$ cat src/rtl/line_editor_with_echo_core_assert.svh
// ---------------------------------------------------------------------------
// Assertion macros shared by the line editor RTL.
// Each macro expects clk and rst_n in the scope where it is used.
// ---------------------------------------------------------------------------
`ifndef LINE_EDITOR_WITH_ECHO_CORE_ASSERT_SVH
`define LINE_EDITOR_WITH_ECHO_CORE_ASSERT_SVH

// same-cycle implication
`define LEC_ASSERT_IMP(lbl, ante, cons, msg) \
  lbl: assert property (@(posedge clk) disable iff (!rst_n) (ante) |-> (cons)) \
    else $error(msg);

// next-cycle implication
`define LEC_ASSERT_NXT(lbl, ante, cons, msg) \
  lbl: assert property (@(posedge clk) disable iff (!rst_n) (ante) |=> (cons)) \
    else $error(msg);

`endif

$ cat src/rtl/lec_pkg.sv
// ---------------------------------------------------------------------------
// lec_pkg
// Types and constants shared by the terminal line editor modules.
// ---------------------------------------------------------------------------
`default_nettype none

package lec_pkg;

  localparam int CFG_W   = 5;  // max_delivered_chars width
  localparam int IDX_W   = 6;  // covers every supported line size
  localparam int Q_DEPTH = 2;
  localparam int Q_AW    = $clog2(Q_DEPTH);
  localparam int Q_CW    = $clog2(Q_DEPTH + 1);

  localparam logic [CFG_W-1:0] MAX_CHARS_RST = 5'd31;

  // result kinds
  localparam logic [1:0] KIND_ECHO = 2'd0;
  localparam logic [1:0] KIND_CHAR = 2'd1;
  localparam logic [1:0] KIND_END  = 2'd2;

  // byte codes
  localparam logic [7:0] CH_BS    = 8'h08;
  localparam logic [7:0] CH_LF    = 8'h0A;
  localparam logic [7:0] CH_CR    = 8'h0D;
  localparam logic [7:0] CH_SP    = 8'h20;
  localparam logic [7:0] CH_DEL   = 8'h7F;
  localparam logic [7:0] CH_ZERO  = 8'h00;

  typedef enum logic [1:0] {
    OP_STORE = 2'd0,
    OP_ERASE = 2'd1,
    OP_LINE  = 2'd2
  } cmd_op_t;

  typedef struct packed {
    cmd_op_t          op;
    logic             echo;
    logic [6:0]       data;   // character to store
    logic [IDX_W-1:0] idx;    // store position
    logic [CFG_W-1:0] count;  // characters to deliver
  } cmd_t;

endpackage

`default_nettype wire

$ cat src/rtl/lec_front.sv
// ---------------------------------------------------------------------------
// lec_front
// Classifies received bytes, tracks the line length and issues commands.
// ---------------------------------------------------------------------------
`default_nettype none

module lec_front #(
  parameter int LINE_BYTES = 32
) (
  input  wire logic                      clk,
  input  wire logic                      rst_n,
  input  wire logic                      in_valid,
  output logic                           in_stall,
  input  wire logic [7:0]                in_rx_byte,
  input  wire logic                      in_host_connected,
  input  wire logic [lec_pkg::CFG_W-1:0] max_chars,
  input  wire logic                      q_full,
  output logic                           cmd_push,
  output lec_pkg::cmd_t                  cmd
);
  import lec_pkg::*;

  localparam int LW = $clog2(LINE_BYTES);
  localparam int CW = (LW > CFG_W) ? LW : CFG_W;
  localparam logic [LW-1:0] LEN_MAX = LW'(LINE_BYTES - 1);

  logic [LW-1:0] len_r, len_nxt;
  logic          accept;
  logic          is_eol, is_erase, is_print;

  assign in_stall = q_full;
  assign accept   = in_valid && !in_stall;

  assign is_eol   = (in_rx_byte == CH_CR) || (in_rx_byte == CH_LF);
  assign is_erase = (in_rx_byte == CH_BS) || (in_rx_byte == CH_DEL);
  assign is_print = (in_rx_byte >= CH_SP) && (in_rx_byte < CH_DEL);

  always_comb begin
    len_nxt   = len_r;
    cmd_push  = 1'b0;
    cmd.op    = OP_STORE;
    cmd.echo  = in_host_connected;
    cmd.data  = in_rx_byte[6:0];
    cmd.idx   = IDX_W'(len_r);
    cmd.count = (CW'(len_r) < CW'(max_chars)) ? CFG_W'(len_r) : max_chars;
    if (accept) begin
      if (is_eol) begin
        cmd.op   = OP_LINE;
        cmd_push = 1'b1;
        len_nxt  = '0;
      end else if (is_erase) begin
        if (len_r != '0) begin
          len_nxt  = len_r - LW'(1);
          cmd.op   = OP_ERASE;
          cmd_push = in_host_connected;  // silent erase needs no back-end work
        end
      end else if (is_print) begin
        if (len_r < LEN_MAX) begin
          len_nxt  = len_r + LW'(1);
          cmd_push = 1'b1;
        end
      end
    end
  end

  always_ff @(posedge clk) begin
    if (!rst_n) begin
      len_r <= '0;
    end else begin
      len_r <= len_nxt;
    end
  end

endmodule

`default_nettype wire

$ cat src/rtl/lec_fifo.sv
// ---------------------------------------------------------------------------
// lec_fifo
// Short command queue between the classifier and the output sequencer.
// ---------------------------------------------------------------------------
`default_nettype none

module lec_fifo (
  input  wire logic          clk,
  input  wire logic          rst_n,
  input  wire logic          push,
  input  wire lec_pkg::cmd_t push_data,
  output logic               full,
  input  wire logic          pop,
  output lec_pkg::cmd_t      pop_data,
  output logic               not_empty
);
  import lec_pkg::*;

  `include "line_editor_with_echo_core_assert.svh"

  cmd_t            q_r [Q_DEPTH];
  logic [Q_AW-1:0] wr_ptr_r, rd_ptr_r;
  logic [Q_CW-1:0] cnt_r, cnt_nxt;

  assign full      = (cnt_r == Q_CW'(Q_DEPTH));
  assign not_empty = (cnt_r != '0);
  assign pop_data  = q_r[rd_ptr_r];

  always_comb begin
    cnt_nxt = cnt_r;
    if (push && !pop) begin
      cnt_nxt = cnt_r + Q_CW'(1);
    end else if (pop && !push) begin
      cnt_nxt = cnt_r - Q_CW'(1);
    end
  end

  always_ff @(posedge clk) begin
    if (!rst_n) begin
      wr_ptr_r <= '0;
      rd_ptr_r <= '0;
      cnt_r    <= '0;
    end else begin
      cnt_r <= cnt_nxt;
      if (push) begin
        wr_ptr_r <= wr_ptr_r + Q_AW'(1);
      end
      if (pop) begin
        rd_ptr_r <= rd_ptr_r + Q_AW'(1);
      end
    end
  end

  always_ff @(posedge clk) begin
    if (push) begin
      q_r[wr_ptr_r] <= push_data;
    end
  end

  `LEC_ASSERT_IMP(a_no_overflow, push, !full, "push into full command queue")
  `LEC_ASSERT_IMP(a_no_underflow, pop, not_empty, "pop from empty command queue")
  `LEC_ASSERT_NXT(a_cnt_up, push && !pop, cnt_r == $past(cnt_r) + Q_CW'(1),
                  "queue count did not advance on push")

endmodule

`default_nettype wire

$ cat src/rtl/lec_back.sv
// ---------------------------------------------------------------------------
// lec_back
// Executes commands: stores characters and sequences echo and line output.
// ---------------------------------------------------------------------------
`default_nettype none

module lec_back #(
  parameter int LINE_BYTES = 32
) (
  input  wire logic          clk,
  input  wire logic          rst_n,
  input  wire logic          cmd_valid,
  input  wire lec_pkg::cmd_t cmd,
  output logic               cmd_pop,
  output logic               out_valid,
  input  wire logic          out_stall,
  output logic [1:0]         out_item_kind,
  output logic [7:0]         out_data_byte,
  output logic               out_last_of_run
);
  import lec_pkg::*;

  `include "line_editor_with_echo_core_assert.svh"

  localparam int DEPTH = LINE_BYTES - 1;
  localparam int AW    = (DEPTH > 1) ? $clog2(DEPTH) : 1;

  typedef enum logic [6:0] {
    S_IDLE = 7'b0000001,
    S_SP   = 7'b0000010,
    S_BS2  = 7'b0000100,
    S_LF   = 7'b0001000,
    S_RD   = 7'b0010000,
    S_CH   = 7'b0100000,
    S_END  = 7'b1000000
  } state_t;

  state_t           state_r, state_nxt;
  logic [CFG_W-1:0] pos_r, pos_nxt;
  logic [CFG_W-1:0] cnt_r, cnt_nxt;
  logic [6:0]       mem [DEPTH];
  logic [6:0]       rd_data_r;
  logic             mem_we, rd_en;

  logic             can_emit, emit;
  logic [1:0]       e_kind;
  logic [7:0]       e_data;
  logic             e_last;

  logic             out_valid_r;
  logic [1:0]       out_kind_r;
  logic [7:0]       out_data_r;
  logic             out_last_r;

  assign can_emit = !out_valid_r || !out_stall;

  always_comb begin
    state_nxt = state_r;
    pos_nxt   = pos_r;
    cnt_nxt   = cnt_r;
    cmd_pop   = 1'b0;
    mem_we    = 1'b0;
    rd_en     = 1'b0;
    emit      = 1'b0;
    e_kind    = KIND_ECHO;
    e_data    = CH_ZERO;
    e_last    = 1'b0;
    unique case (state_r)
      S_IDLE: begin
        if (cmd_valid && can_emit) begin
          cmd_pop = 1'b1;
          cnt_nxt = cmd.count;
          pos_nxt = '0;
          unique case (cmd.op)
            OP_STORE: begin
              mem_we = 1'b1;
              emit   = cmd.echo;
              e_data = {1'b0, cmd.data};
              e_last = 1'b1;
            end
            OP_ERASE: begin
              emit      = 1'b1;
              e_data    = CH_BS;
              state_nxt = S_SP;
            end
            OP_LINE: begin
              if (cmd.echo) begin
                emit      = 1'b1;
                e_data    = CH_CR;
                state_nxt = S_LF;
              end else begin
                state_nxt = (cmd.count == '0) ? S_END : S_RD;
              end
            end
            default: begin
              state_nxt = S_IDLE;
            end
          endcase
        end
      end
      S_SP: begin
        if (can_emit) begin
          emit      = 1'b1;
          e_data    = CH_SP;
          state_nxt = S_BS2;
        end
      end
      S_BS2: begin
        if (can_emit) begin
          emit      = 1'b1;
          e_data    = CH_BS;
          e_last    = 1'b1;
          state_nxt = S_IDLE;
        end
      end
      S_LF: begin
        if (can_emit) begin
          emit      = 1'b1;
          e_data    = CH_LF;
          state_nxt = (cnt_r == '0) ? S_END : S_RD;
        end
      end
      S_RD: begin
        rd_en     = 1'b1;
        pos_nxt   = pos_r + CFG_W'(1);
        state_nxt = S_CH;
      end
      S_CH: begin
        if (can_emit) begin
          emit      = 1'b1;
          e_kind    = KIND_CHAR;
          e_data    = {1'b0, rd_data_r};
          state_nxt = (pos_r == cnt_r) ? S_END : S_RD;
        end
      end
      S_END: begin
        if (can_emit) begin
          emit      = 1'b1;
          e_kind    = KIND_END;
          e_last    = 1'b1;
          state_nxt = S_IDLE;
        end
      end
      default: begin
        state_nxt = S_IDLE;
      end
    endcase
  end

  always_ff @(posedge clk) begin
    if (!rst_n) begin
      state_r     <= S_IDLE;
      pos_r       <= '0;
      cnt_r       <= '0;
      out_valid_r <= 1'b0;
    end else begin
      state_r <= state_nxt;
      pos_r   <= pos_nxt;
      cnt_r   <= cnt_nxt;
      if (emit) begin
        out_valid_r <= 1'b1;
      end else if (!out_stall) begin
        out_valid_r <= 1'b0;
      end
    end
  end

  always_ff @(posedge clk) begin
    if (emit) begin
      out_kind_r <= e_kind;
      out_data_r <= e_data;
      out_last_r <= e_last;
    end
  end

  // character store
  always_ff @(posedge clk) begin
    if (mem_we) begin
      mem[AW'(cmd.idx)] <= cmd.data;
    end
    if (rd_en) begin
      rd_data_r <= mem[AW'(pos_r)];
    end
  end

  assign out_valid       = out_valid_r;
  assign out_item_kind   = out_kind_r;
  assign out_data_byte   = out_data_r;
  assign out_last_of_run = out_last_r;

  `LEC_ASSERT_IMP(a_ch_pos, state_r == S_CH, (pos_r != '0) && (pos_r <= cnt_r),
                  "delivery position out of range")
  `LEC_ASSERT_NXT(a_rd_then_ch, state_r == S_RD, state_r == S_CH,
                  "read not followed by character output")
  `LEC_ASSERT_IMP(a_end_fmt, out_valid_r && (out_kind_r == KIND_END),
                  out_last_r && (out_data_r == CH_ZERO), "malformed line end marker")

endmodule

`default_nettype wire

$ cat src/rtl/line_editor_with_echo_core.sv
// ---------------------------------------------------------------------------
// line_editor_with_echo_core
// Terminal line editor: stores printable bytes, handles erase, echoes, and
// delivers completed lines followed by a line end marker.
// ---------------------------------------------------------------------------
//  channel | handshake          | payload
//  --------+--------------------+-------------------------------------------
//  in      | in_valid/in_stall  | in_rx_byte, in_host_connected
//  out     | out_valid/out_stall| out_item_kind, out_data_byte, out_last_of_run
//  cfg     | cfg_valid/cfg_ready| cfg_max_delivered_chars
//
//  The classifier takes one byte per cycle while the two-entry command queue
//  has room. The sequencer emits one echo result per cycle while out is not
//  stalled; each delivered line character needs a read state and then an
//  output state (registered character store read). An echoed character
//  passes the command queue and output register before it is valid on out.
//  Synchronous active-low reset clears line length, queue and sequencer;
//  max_delivered_chars resets to 31. No clearing pass is needed.
//  out_stall holds the output register; input stalls only on a full queue.
// ---------------------------------------------------------------------------
`default_nettype none

module line_editor_with_echo_core #(
  parameter int LINE_BYTES = 32
) (
  input  wire logic                      clk,
  input  wire logic                      rst_n,
  input  wire logic                      in_valid,
  output logic                           in_stall,
  input  wire logic [7:0]                in_rx_byte,
  input  wire logic                      in_host_connected,
  output logic                           out_valid,
  input  wire logic                      out_stall,
  output logic [1:0]                     out_item_kind,
  output logic [7:0]                     out_data_byte,
  output logic                           out_last_of_run,
  input  wire logic                      cfg_valid,
  output logic                           cfg_ready,
  input  wire logic [lec_pkg::CFG_W-1:0] cfg_max_delivered_chars
);
  import lec_pkg::*;

  logic [CFG_W-1:0] max_chars_r;
  logic             q_full, q_push, q_pop, q_not_empty;
  cmd_t             push_cmd, pop_cmd;

  assign cfg_ready = 1'b1;

  always_ff @(posedge clk) begin
    if (!rst_n) begin
      max_chars_r <= MAX_CHARS_RST;
    end else if (cfg_valid && cfg_ready) begin
      max_chars_r <= cfg_max_delivered_chars;
    end
  end

  lec_front #(
    .LINE_BYTES (LINE_BYTES)
  ) u_front (
    .clk               (clk),
    .rst_n             (rst_n),
    .in_valid          (in_valid),
    .in_stall          (in_stall),
    .in_rx_byte        (in_rx_byte),
    .in_host_connected (in_host_connected),
    .max_chars         (max_chars_r),
    .q_full            (q_full),
    .cmd_push          (q_push),
    .cmd               (push_cmd)
  );

  lec_fifo u_fifo (
    .clk       (clk),
    .rst_n     (rst_n),
    .push      (q_push),
    .push_data (push_cmd),
    .full      (q_full),
    .pop       (q_pop),
    .pop_data  (pop_cmd),
    .not_empty (q_not_empty)
  );

  lec_back #(
    .LINE_BYTES (LINE_BYTES)
  ) u_back (
    .clk             (clk),
    .rst_n           (rst_n),
    .cmd_valid       (q_not_empty),
    .cmd             (pop_cmd),
    .cmd_pop         (q_pop),
    .out_valid       (out_valid),
    .out_stall       (out_stall),
    .out_item_kind   (out_item_kind),
    .out_data_byte   (out_data_byte),
    .out_last_of_run (out_last_of_run)
  );

endmodule

`default_nettype wire
$ cat config.mk
export PLATFORM = sky130hd
export DESIGN_NAME = line_editor_with_echo_core
export DESIGN_NICKNAME = d
export VERILOG_FILES = /design/src/rtl/lec_pkg.sv /design/src/rtl/lec_front.sv /design/src/rtl/lec_fifo.sv /design/src/rtl/lec_back.sv /design/src/rtl/line_editor_with_echo_core.sv
export VERILOG_INCLUDE_DIRS = /design/src /design/src/rtl
export SDC_FILE = /design/constraint.sdc
export NUM_CORES = 1
export LEC_CHECK = 0
export ABC_AREA = 0
export BUFFER_PORTS_ARGS = -buffer_cell sky130_fd_sc_hd__buf_4
export CAP_MARGIN = 30
export CELL_PAD_IN_SITES_DETAIL_PLACEMENT = 2
export CELL_PAD_IN_SITES_GLOBAL_PLACEMENT = 2
export CORE_AREA = 10 10 180 182
export CTS_CLUSTER_DIAMETER = 150
export DETAILED_ROUTE_END_ITERATION = 8
export DIE_AREA = 0 0 190 192
export GPL_TIMING_DRIVEN = 0
export PLACE_DENSITY_LB_ADDON = 0.1
export SYNTH_ARGS = -nofsm -noshare
export SYNTH_HDL_FRONTEND = slang
export SYNTH_SLANG_ARGS = --single-unit
$ cat constraint.sdc
create_clock -name clk -period 5.5 [get_ports clk]
set_clock_uncertainty 0.2 [all_clocks]
set_input_delay 0.55 -clock clk [delete_from_list [all_inputs] [get_ports clk]]
set_output_delay 0.55 -clock clk [all_outputs]
set_load 0.02 [all_outputs]
Yosys cells after proc, flatten, opt, wreduce, memory -nomap -nowiden

Memory sizes are Yosys's and may differ from the RTL's. A register that Yosys moved wholly into a read port is not among the register bits.
Cells that the tools add are included.

Bits of input ports: 19
Register bits after elaboration: 43
Word-level logic and storage cells: 138
Output and inout port bits: 14
Memory bits (writable): 257
Memories kept: 2

Equality and inequality tests: 23
Mux-type cells: 62
Order comparisons: 4
Add/subtract/negate cells: 7
Reductions and logical operators: 28

Memories:

| memory     | words | width | read ports | clocked after memory_dff | wr ports | RTL line       | RTL |
|---|---|---|---|---|---|---|---|
| u_back.mem | 31    | 7     | 1          | 1                        | 1        | lec_back.sv:41 | `logic [6:0] mem [DEPTH];` |
| u_fifo.q_r | 2     | 20    | 1          | 1                        | 1        | lec_fifo.sv:21 | `cmd_t q_r [Q_DEPTH];` |

Operator list:

| cell                                                               | count |
|---|---|
| 2-to-1 mux 7 bit                                                   | 10 |
| case mux 7 bit (6 select lines)                                    | 1 |
| case mux 8 bit (5 select lines)                                    | 1 |
| 2-to-1 mux 5 bit                                                   | 7 |
| 2-to-1 mux 1 bit                                                   | 25 |
| equality test 8 x 4 -> 1 bit (second input constant)               | 3 |
| case mux 8 bit (3 select lines)                                    | 1 |
| case mux 7 bit (3 select lines)                                    | 1 |
| 2-to-1 mux 2 bit                                                   | 6 |
| 2-to-1 mux 4 bit                                                   | 3 |
| != test 2 x 1 -> 1 bit (second input constant)                     | 6 |
| adder 5 x 1 -> 5 bit (second input constant)                       | 2 |
| zero test 5 bit                                                    | 2 |
| case mux 5 bit (2 select lines)                                    | 1 |
| equality test 8 x 7 -> 1 bit (second input constant)               | 1 |
| greater-or-equal comparator 8 x 6 -> 1 bit (second input constant) | 1 |
| less-than comparator 8 x 7 -> 1 bit (second input constant)        | 1 |
| 2-to-1 mux 8 bit                                                   | 1 |
| equality test 7 x 1 -> 1 bit (second input constant)               | 1 |
| equality test 7 x 2 -> 1 bit (second input constant)               | 1 |
| equality test 7 x 3 -> 1 bit (second input constant)               | 1 |
| equality test 7 x 4 -> 1 bit (second input constant)               | 1 |
| equality test 7 x 5 -> 1 bit (second input constant)               | 1 |
| equality test 7 x 6 -> 1 bit (second input constant)               | 1 |
| 28 further kinds                                                   | 45 |

Longest topological paths before layout

Gate-level depths: netlist of the first run.

Word-level depth: 10
Depth in mapped cells: 11

Hierarchy

From an unflattened synthesis of the first run, not the netlist that was laid out.

Cells, all modules: 771
Area, all modules: 12938.7 um^2

Modules (own cells, without submodules):

| module                     | sequential area each (um^2) | times used | cells an instance | area each (um^2) |
|---|---|---|---|---|
| lec_back                   | 7387.1                      | 1          | 575               | 10269.8 |
| lec_fifo                   | 1361.3                      | 1          | 87                | 1729.2 |
| lec_front                  | 100.1                       | 1          | 91                | 748.2 |
| line_editor_with_echo_core | 100.1                       | 1          | 18                | 191.4 |

Worst setup path after synthesis of the first run

Ideal clock, no wire load.

Path type: input-to-reg
Start: input in_rx_byte[5]
End: memory u_fifo.q_r[1][0] (netlist name), enable pin
Data arrival time: 2913 ps
Cell stages on the path: 5
Path buffers: 0
Library setup time: 401 ps
Path slack: 1987 ps
Required time: 4899 ps
Path through: or4b_1 or3_4 a211oi_4 a221oi_2 nor2b_1

Cells in the longest elaborated chain, start to end: 8
Elaborated cells between the ends (all ways): 15
Classes of those cells: 2 x order compare; 4 x eq/ne; 6 x mux; 3 x reduce/logical

Ends and longest elaborated chain:

| what                                                                                              | RTL line                         | RTL |
|---|---|---|
| start, declared                                                                                   | line_editor_with_echo_core.sv:30 | `input wire logic [7:0] in_rx_byte,` |
| greater-or-equal comparator 8 x 6 -> 1 bit or less-than comparator 8 x 7 -> 1 bit (tied branches) | lec_front.sv:36                  | `assign is_print = (in_rx_byte >= CH_SP) && (in_rx_byte < CH_DEL);` |
| logical AND 1 bit                                                                                 | lec_front.sv:36                  |  |
| 2-to-1 mux 1 bit                                                                                  | lec_front.sv:57                  | `end else if (is_print) begin` |
| 2-to-1 mux 1 bit                                                                                  | lec_front.sv:51                  | `end else if (is_erase) begin` |
| 2-to-1 mux 1 bit (*)                                                                              | lec_front.sv:47                  | `if (is_eol) begin` |
| 2-to-1 mux 1 bit (*)                                                                              | lec_front.sv:46                  | `if (accept) begin` |
| 2-to-1 mux 1 bit (*)                                                                              | lec_fifo.sv:55                   | `if (push) begin` |
| 2-to-1 mux 1 bit (implied by the code) (*)                                                        | lec_fifo.sv:56                   | `q_r[wr_ptr_r] <= push_data;` |
| end, declared                                                                                     | lec_fifo.sv:21                   |  |

Mark *: on every way between the ends. The rest lies on a longest branch, timed or not.

==> flow_metrics.env, run 1 <==
export IMPL_rows=62
export IMPL_holdWs_ns=0.04158
export IMPL_synth_commonest_cells="edfxtp_1, mux4_2, nor2_1"
export IMPL_worstPathCellList="buf_1 > mux2i_1 > ha_1 > nand4_1 > a211oi_1 > nand2_1 > nor2_1"
export IMPL_yosysWarnings=0
export IMPL_seq_area_sq_mm=0.008889
export IMPL_fin_ws_ns=0.8036
export IMPL_ctsResizeCount=0
export IMPL_rsz0062_at_grt="no"
export IMPL_clock_latency_ns=0.52
export IMPL_worstHoldStart="in_rx_byte[3]"
export IMPL_p_leak_uw=0.004695
export IMPL_place_congestion=0.8577
export IMPL_cts_setup_buffers=0
export IMPL_finalPower_uw=5743
export IMPL_cts_buffer_depth=3
export IMPL_fin_crit_sh=0.8539
export IMPL_crit_type="register to register"
export IMPL_synth_cell_types=63
export IMPL_relSlewSlack=0.3662
export IMPL_cts_buffers=34
export IMPL_regToRegSetupSlack_ns=0.80
export IMPL_place_ws_ns=0.8720
export IMPL_post_drt_wl_per_cell_um=27.54
export IMPL_syn_num_nets=790
export IMPL_drt_iter0_drc=539
export IMPL_cp_start_kind="register"
export IMPL_via_count=7089
export IMPL_max_vdd_ir_drop_mv=0.2562
export IMPL_clock_fmax_mhz=212.9
export IMPL_synth_edff_count=274
export IMPL_drive_above_1_share=0.2162
export IMPL_grt_max_degree=33
export IMPL_power_density_mw_per_mm2=394.3
export IMPL_syn2layout_area_growth_pct=14.27
export IMPL_ys_top_cells_by_area="edfxtp_1, mux4_2, dfxtp_1"
export IMPL_yosys_area_top_type="edfxtp_1"
export IMPL_hold_buffers=0
export IMPL_antenna_found_initial=1
export IMPL_outcome="complete, no violations"
export IMPL_num_nets_final=860
export IMPL_cap_viol_max_count=0
export IMPL_timing_rr_end="u_back.mem[12][2]"
export IMPL_htreeDepth=2
export IMPL_die_h_um=192
export IMPL_drt_drc_violations_left=0
export IMPL_critPathRequiredTime_ns=5.43
export IMPL_fillers=2546
export IMPL_syn_avg_cell_area_sq_um=16.86
export IMPL_cts_tree="built"
export IMPL_clock_sinks=307
export IMPL_final_core_utilization=0.5089
export IMPL_min_path_type="input port to register"
export IMPL_grt_pass1_wl_um=51890
export IMPL_drt_wl_total_um=34010
export IMPL_dr_pass1_iters=7
export IMPL_synthFlopType="edfxtp_1"
export IMPL_grt_pass1_vias=7825
export IMPL_hold_depth=1
export IMPL_worst_pin_slew_ns=0.9467
export IMPL_yosysSeqAreaShare=0.6973
export IMPL_ys_seq_elements=307
export IMPL_async_flop_share=0
export IMPL_synth_most_common_cell="edfxtp_1"
export IMPL_vias_per_cell=5.740
export IMPL_path_clk_slew_ns=0.06
export IMPL_slowest_stage="nor2_1"
export IMPL_tns_ns=0
export IMPL_cp_slowest_stage_delay_ns=0.80
export IMPL_synthCells=756
export IMPL_cp_arrival_ns=4.63
export IMPL_r2r_cells=7
export IMPL_start_util=0.4453
export IMPL_whs_endpoint="u_fifo.q_r[1][13]"
export IMPL_die_w_um=190
export IMPL_io_pins=33
export IMPL_grt_ovfl_total=0
export IMPL_fin_crit_ns=4.696
export IMPL_multiInputGateArea_sq_mm=0.003660
export IMPL_die_area_sq_mm=0.03648
export IMPL_finalSetupViolCount=0
export IMPL_endpoint_kind="register"
export IMPL_coreArea_sq_mm=0.02863
export IMPL_hpwl_um=23730
export IMPL_antenna_left=0
export IMPL_antennaDiodeCount=0
export IMPL_port_buffers=28
export IMPL_synth_top_cell_area_share=0.6455
export IMPL_synth_area_sq_mm=0.01275
export IMPL_drv_slew=0
export IMPL_root_buffer="clkbuf_16"
export IMPL_globalRouteTotalUtil=0.1900
export IMPL_hold_viol=0
export IMPL_path_max_fanout=10
-- cells in the final DEF (no fill, tap or decap), types with 8 or more instances in the layout --
master     instances
a21oi_1           24
edfxtp_1         274
clkbuf_1          29
ha_1              14
buf_4             30
clkbuf_16         35
mux4_2            63
dfxtp_1           33
inv_1             15
mux2_2            22
nor2_1            59
buf_1             12
nand2_1           48
a211oi_1           8
or3_1              8
mux2i_1           20
nor2b_1            9
xor2_1            11
o21ai_0           11
-- cell type report --
type | count | share of cell area
Timing Repair Buffer | 34 | 0.01915
Clock inverter | 13 | 0.006270
Sequential cell | 307 | 0.6102
Tap cell | 384 | 0.03298
Multi-Input combinational cell | 397 | 0.2512
Clock buffer | 48 | 0.06554
Buffer | 35 | 0.01022
Inverter | 17 | 0.004381
-- sequential cells by signal, indices dropped and copies added (netlist names), named ones only --
register                flops
max_chars_r                 5
u_back.rd_data_r            7
u_back.pos_r                5
u_fifo.rd_ptr_r             1
u_back.cnt_r                5
u_fifo.q_r                 40
u_fifo.cnt_r                2
u_back.out_item_kind        2
u_back.out_last_of_run      1
u_back.mem                217
u_fifo.wr_ptr_r             1
u_back.state_r              7
u_back.out_data_byte        7
u_front.len_r               5
u_back.out_valid            1
-- cell families after synthesis --
group                      after synthesis  share of synthesized area
other                                    2                  0.0005891
muxes                                  106                     0.1476
and+or+nand+nor                        173                    0.06586
adders and majority gates               15                    0.01531
DFF                                    307                     0.6973
AOI/OAI and AO/OA                       84                    0.04496
xor gates and xnor gates                17                    0.01168
buffers and inverters                   52                    0.01669
-- per-layer routing --
layer  vias to the layer above  GRT usage  wire [um]
met1                      3759     0.2645      15400
li1                       3126          -          -
met2                       154     0.3033      16440
met4                         0    0.05495        796
met5                         -          0          0
met3                        50    0.02920       1373
-- per-stage QoR --
| step | instances | area [sq um] |
|---|---|---|
| CTS | 1233 | 14540 |
| detailed placement | 1172 | 13490 |
| floorplan | 756 | 12750 |
| global placement | 1168 | 13440 |
| global route | 1235 | 14570 |
| finish | 1235 | 14570 |
-- worst max-delay path: cells and delay by family (launching register included) --
kind	cells	cell delay, ns
AND/OR/NAND/NOR	3	1.57
multiplexers	1	0.72
buffers and inverters	1	0.51
AO/OA/AOI/OAI	1	0.45
adder cells (fa/ha/maj)	1	0.44
flip-flops	1	0.42
-- worst max path at each step --
| stage | from | end | slack [ns] | cells past startpoint |
|---|---|---|---|---|
| 2_1_floorplan | in_rx_byte[5] | u_fifo.q_r[1][0] | 1.99 | 5 |
| 3_3_place_gp | in_rx_byte[5] | u_fifo.q_r[1][11] | 1.23 | 6 |
| 3_5_place_dp | register | u_back.mem[12][2] | 0.87 | 7 |
| 4_1_cts | register | u_back.mem[12][2] | 0.87 | 7 |
| 5_1_grt | register | u_back.mem[12][1] | 0.58 | 7 |
| 6_report | register | u_back.mem[12][2] | 0.80 | 7 |
-- report_power, final --
group          total, uW  internal (uW)  switching [uW]
clock network       2160           1260             904
registers           2800           2730            68.9
logic                779            237             543
(Power assumes the default switching activity.)
==> run 2, diff against run 1 <==
Settings changed: CORE_AREA 10 10 180 182 to 10 10 170 172, DIE_AREA 0 0 190 192 to 0 0 180 182, MAX_ROUTING_LAYER from default to met4.
==> run 2 against run 1 <==
Compared with the run above: fmax increased by 4.3%; via count grew 4.1%; wire length up 15%; worst hold slack gained 0.0097 ns; die area shrank 10%.
==> flow_metrics.env, run 2 (same netlist as run 1, synthesis figures left out) <==
export IMPL_hold_buffers=0
export IMPL_clock_latency_ns=0.51
export IMPL_worst_pin_slew_ns=0.9702
export IMPL_via_count=7383
export IMPL_rows=59
export IMPL_endpoint_kind="register"
export IMPL_largestRegisters="u_back.mem x217, u_fifo.q_r x40"
export IMPL_worstHoldStart="in_rx_byte[3]"
export IMPL_layout_commonest_cell="edfxtp_1"
export IMPL_final_core_utilization=0.5670
export IMPL_antenna_left=0
export IMPL_grt_pass1_wl_um=58040
export IMPL_place_area_sq_mm=0.01344
export IMPL_final_cell_mix="edfxtp_1, mux4_2, nor2_1"
export IMPL_cts_buffers=35
export IMPL_cp_arrival_ns=4.44
export IMPL_die_w_um=180
export IMPL_grt_pass1_vias=8135
export IMPL_largest_reg_flops=217
export IMPL_path_max_fanout=10
export IMPL_cts_buffer_depth=3
export IMPL_dr_pass1_iters=5
export IMPL_syn2layout_area_growth_pct=13.94
export IMPL_hold_viol=0
export IMPL_finalSetupViolCount=0
export IMPL_drv_slew=0
export IMPL_antennaDiodeCount=0
export IMPL_p_leak_uw=0.004706
export IMPL_post_drt_wl_per_cell_um=32.92
export IMPL_ctsResizeCount=0
export IMPL_cts_setup_buffers=0
export IMPL_max_vdd_ir_drop_mv=0.2892
export IMPL_root_buffer="clkbuf_16"
export IMPL_rsz0062_at_grt="no"
export IMPL_start_util=0.4976
export IMPL_cts_tree="built"
export IMPL_hold_depth=1
export IMPL_relSlewSlack=0.3515
export IMPL_timing_rr_end="u_back.mem[4][1]"
export IMPL_fin_crit_ns=4.502
export IMPL_whs_endpoint="u_fifo.q_r[1][13]"
export IMPL_drive_above_1_share=0.2124
export IMPL_crit_type="register to register"
export IMPL_holdWs_ns=0.05133
export IMPL_die_area_sq_mm=0.03276
export IMPL_antenna_found_initial=1
export IMPL_regToRegSetupSlack_ns=1.0
export IMPL_drt_wl_total_um=39080
export IMPL_io_pins=33
export IMPL_clock_fmax_mhz=222.1
export IMPL_grt_max_degree=33
export IMPL_min_path_type="input port to register"
export IMPL_fin_crit_sh=0.8186
export IMPL_final_cell_area_sq_mm=0.01452
export IMPL_power_density_mw_per_mm2=406.0
export IMPL_critPathRequiredTime_ns=5.44
export IMPL_globalRouteTotalUtil=0.2440
export IMPL_path_clk_slew_ns=0.06
export IMPL_cap_viol_max_count=0
export IMPL_place_ws_ns=1.075
export IMPL_outcome="complete, no violations"
export IMPL_regMostFlops="u_back.mem"
export IMPL_coreArea_sq_mm=0.02562
export IMPL_tns_ns=0
export IMPL_place_congestion=0.8272
export IMPL_num_nets_final=862
export IMPL_vias_per_cell=6.220
export IMPL_r2r_cells=7
export IMPL_grt_ovfl_total=0
export IMPL_drt_drc_violations_left=0
export IMPL_htreeDepth=2
export IMPL_hpwl_um=25510
export IMPL_die_h_um=182
export IMPL_clock_sinks=307
export IMPL_fillers=2163
export IMPL_cp_start_kind="register"
export IMPL_drt_iter0_drc=658
export IMPL_fin_ws_ns=0.9979
export IMPL_port_buffers=28
-- run 2: changes by cell type in the layout (fill, tap and decap cells not counted), moves of 2 or more --
cell,before,now
bufinv_16,1,3
clkbuf_8,3,0
clkinv_1,5,10
clkinv_2,6,3
-- run 2: worst max-delay path by stage --
stage                              endpoint  cells past startpoint
after floorplan            u_fifo.q_r[1][0]                      5
after global placement    u_back.mem[12][0]                      7
after detailed placement  u_back.mem[18][2]                      7
after CTS                  u_back.mem[4][1]                      7
after global routing       u_back.mem[4][1]                      7
final                      u_back.mem[4][1]                      7
-- run 2: metal layers --
layer	wire (um)	vias up	track usage
met1	16200	3929	0.3099
met5	0	-	-
met2	19830	273	0.4039
met3	2204	56	0.04016
li1	-	3125	-
met4	849	0	0.05888
-- run 2: area by class of cell --
cell class | instances | area, sq um | share of cell area
Tap cell | 335 | 419.2 | 0.02886
Timing Repair Buffer | 35 | 286.5 | 0.01973
Multi-Input combinational cell | 397 | 3651 | 0.2514
Clock buffer | 44 | 909.6 | 0.06263
Inverter | 17 | 63.81 | 0.004394
Sequential cell | 307 | 8889 | 0.6120
Clock inverter | 17 | 156.4 | 0.01077
Buffer | 35 | 148.9 | 0.01025
-- run 2: critical path, stage by stage (launching register included) --
cell and delay (ns):
dfxtp_1 0.41, buf_1 0.51, mux2i_1 0.69, ha_1 0.42, nand4_1 0.29, a211oi_1 0.37
nand2_1 0.39, nor2_1 0.84
-- run 2: report_power, final --
group          total, uW  switching, uW  internal (uW)
sequential          2810           77.3           2730
combinational        843            606            237
clock               2240            932           1310
-- run 2: stage by stage --
stage / instances / total power (uW)
3_5_place_dp: 1125 / 3658
4_1_cts: 1186 / 5918
3_3_place_gp: 1119 / 3560
5_1_grt: 1187 / 6093
2_1_floorplan: 756 / 3307
6_report: 1187 / 5897
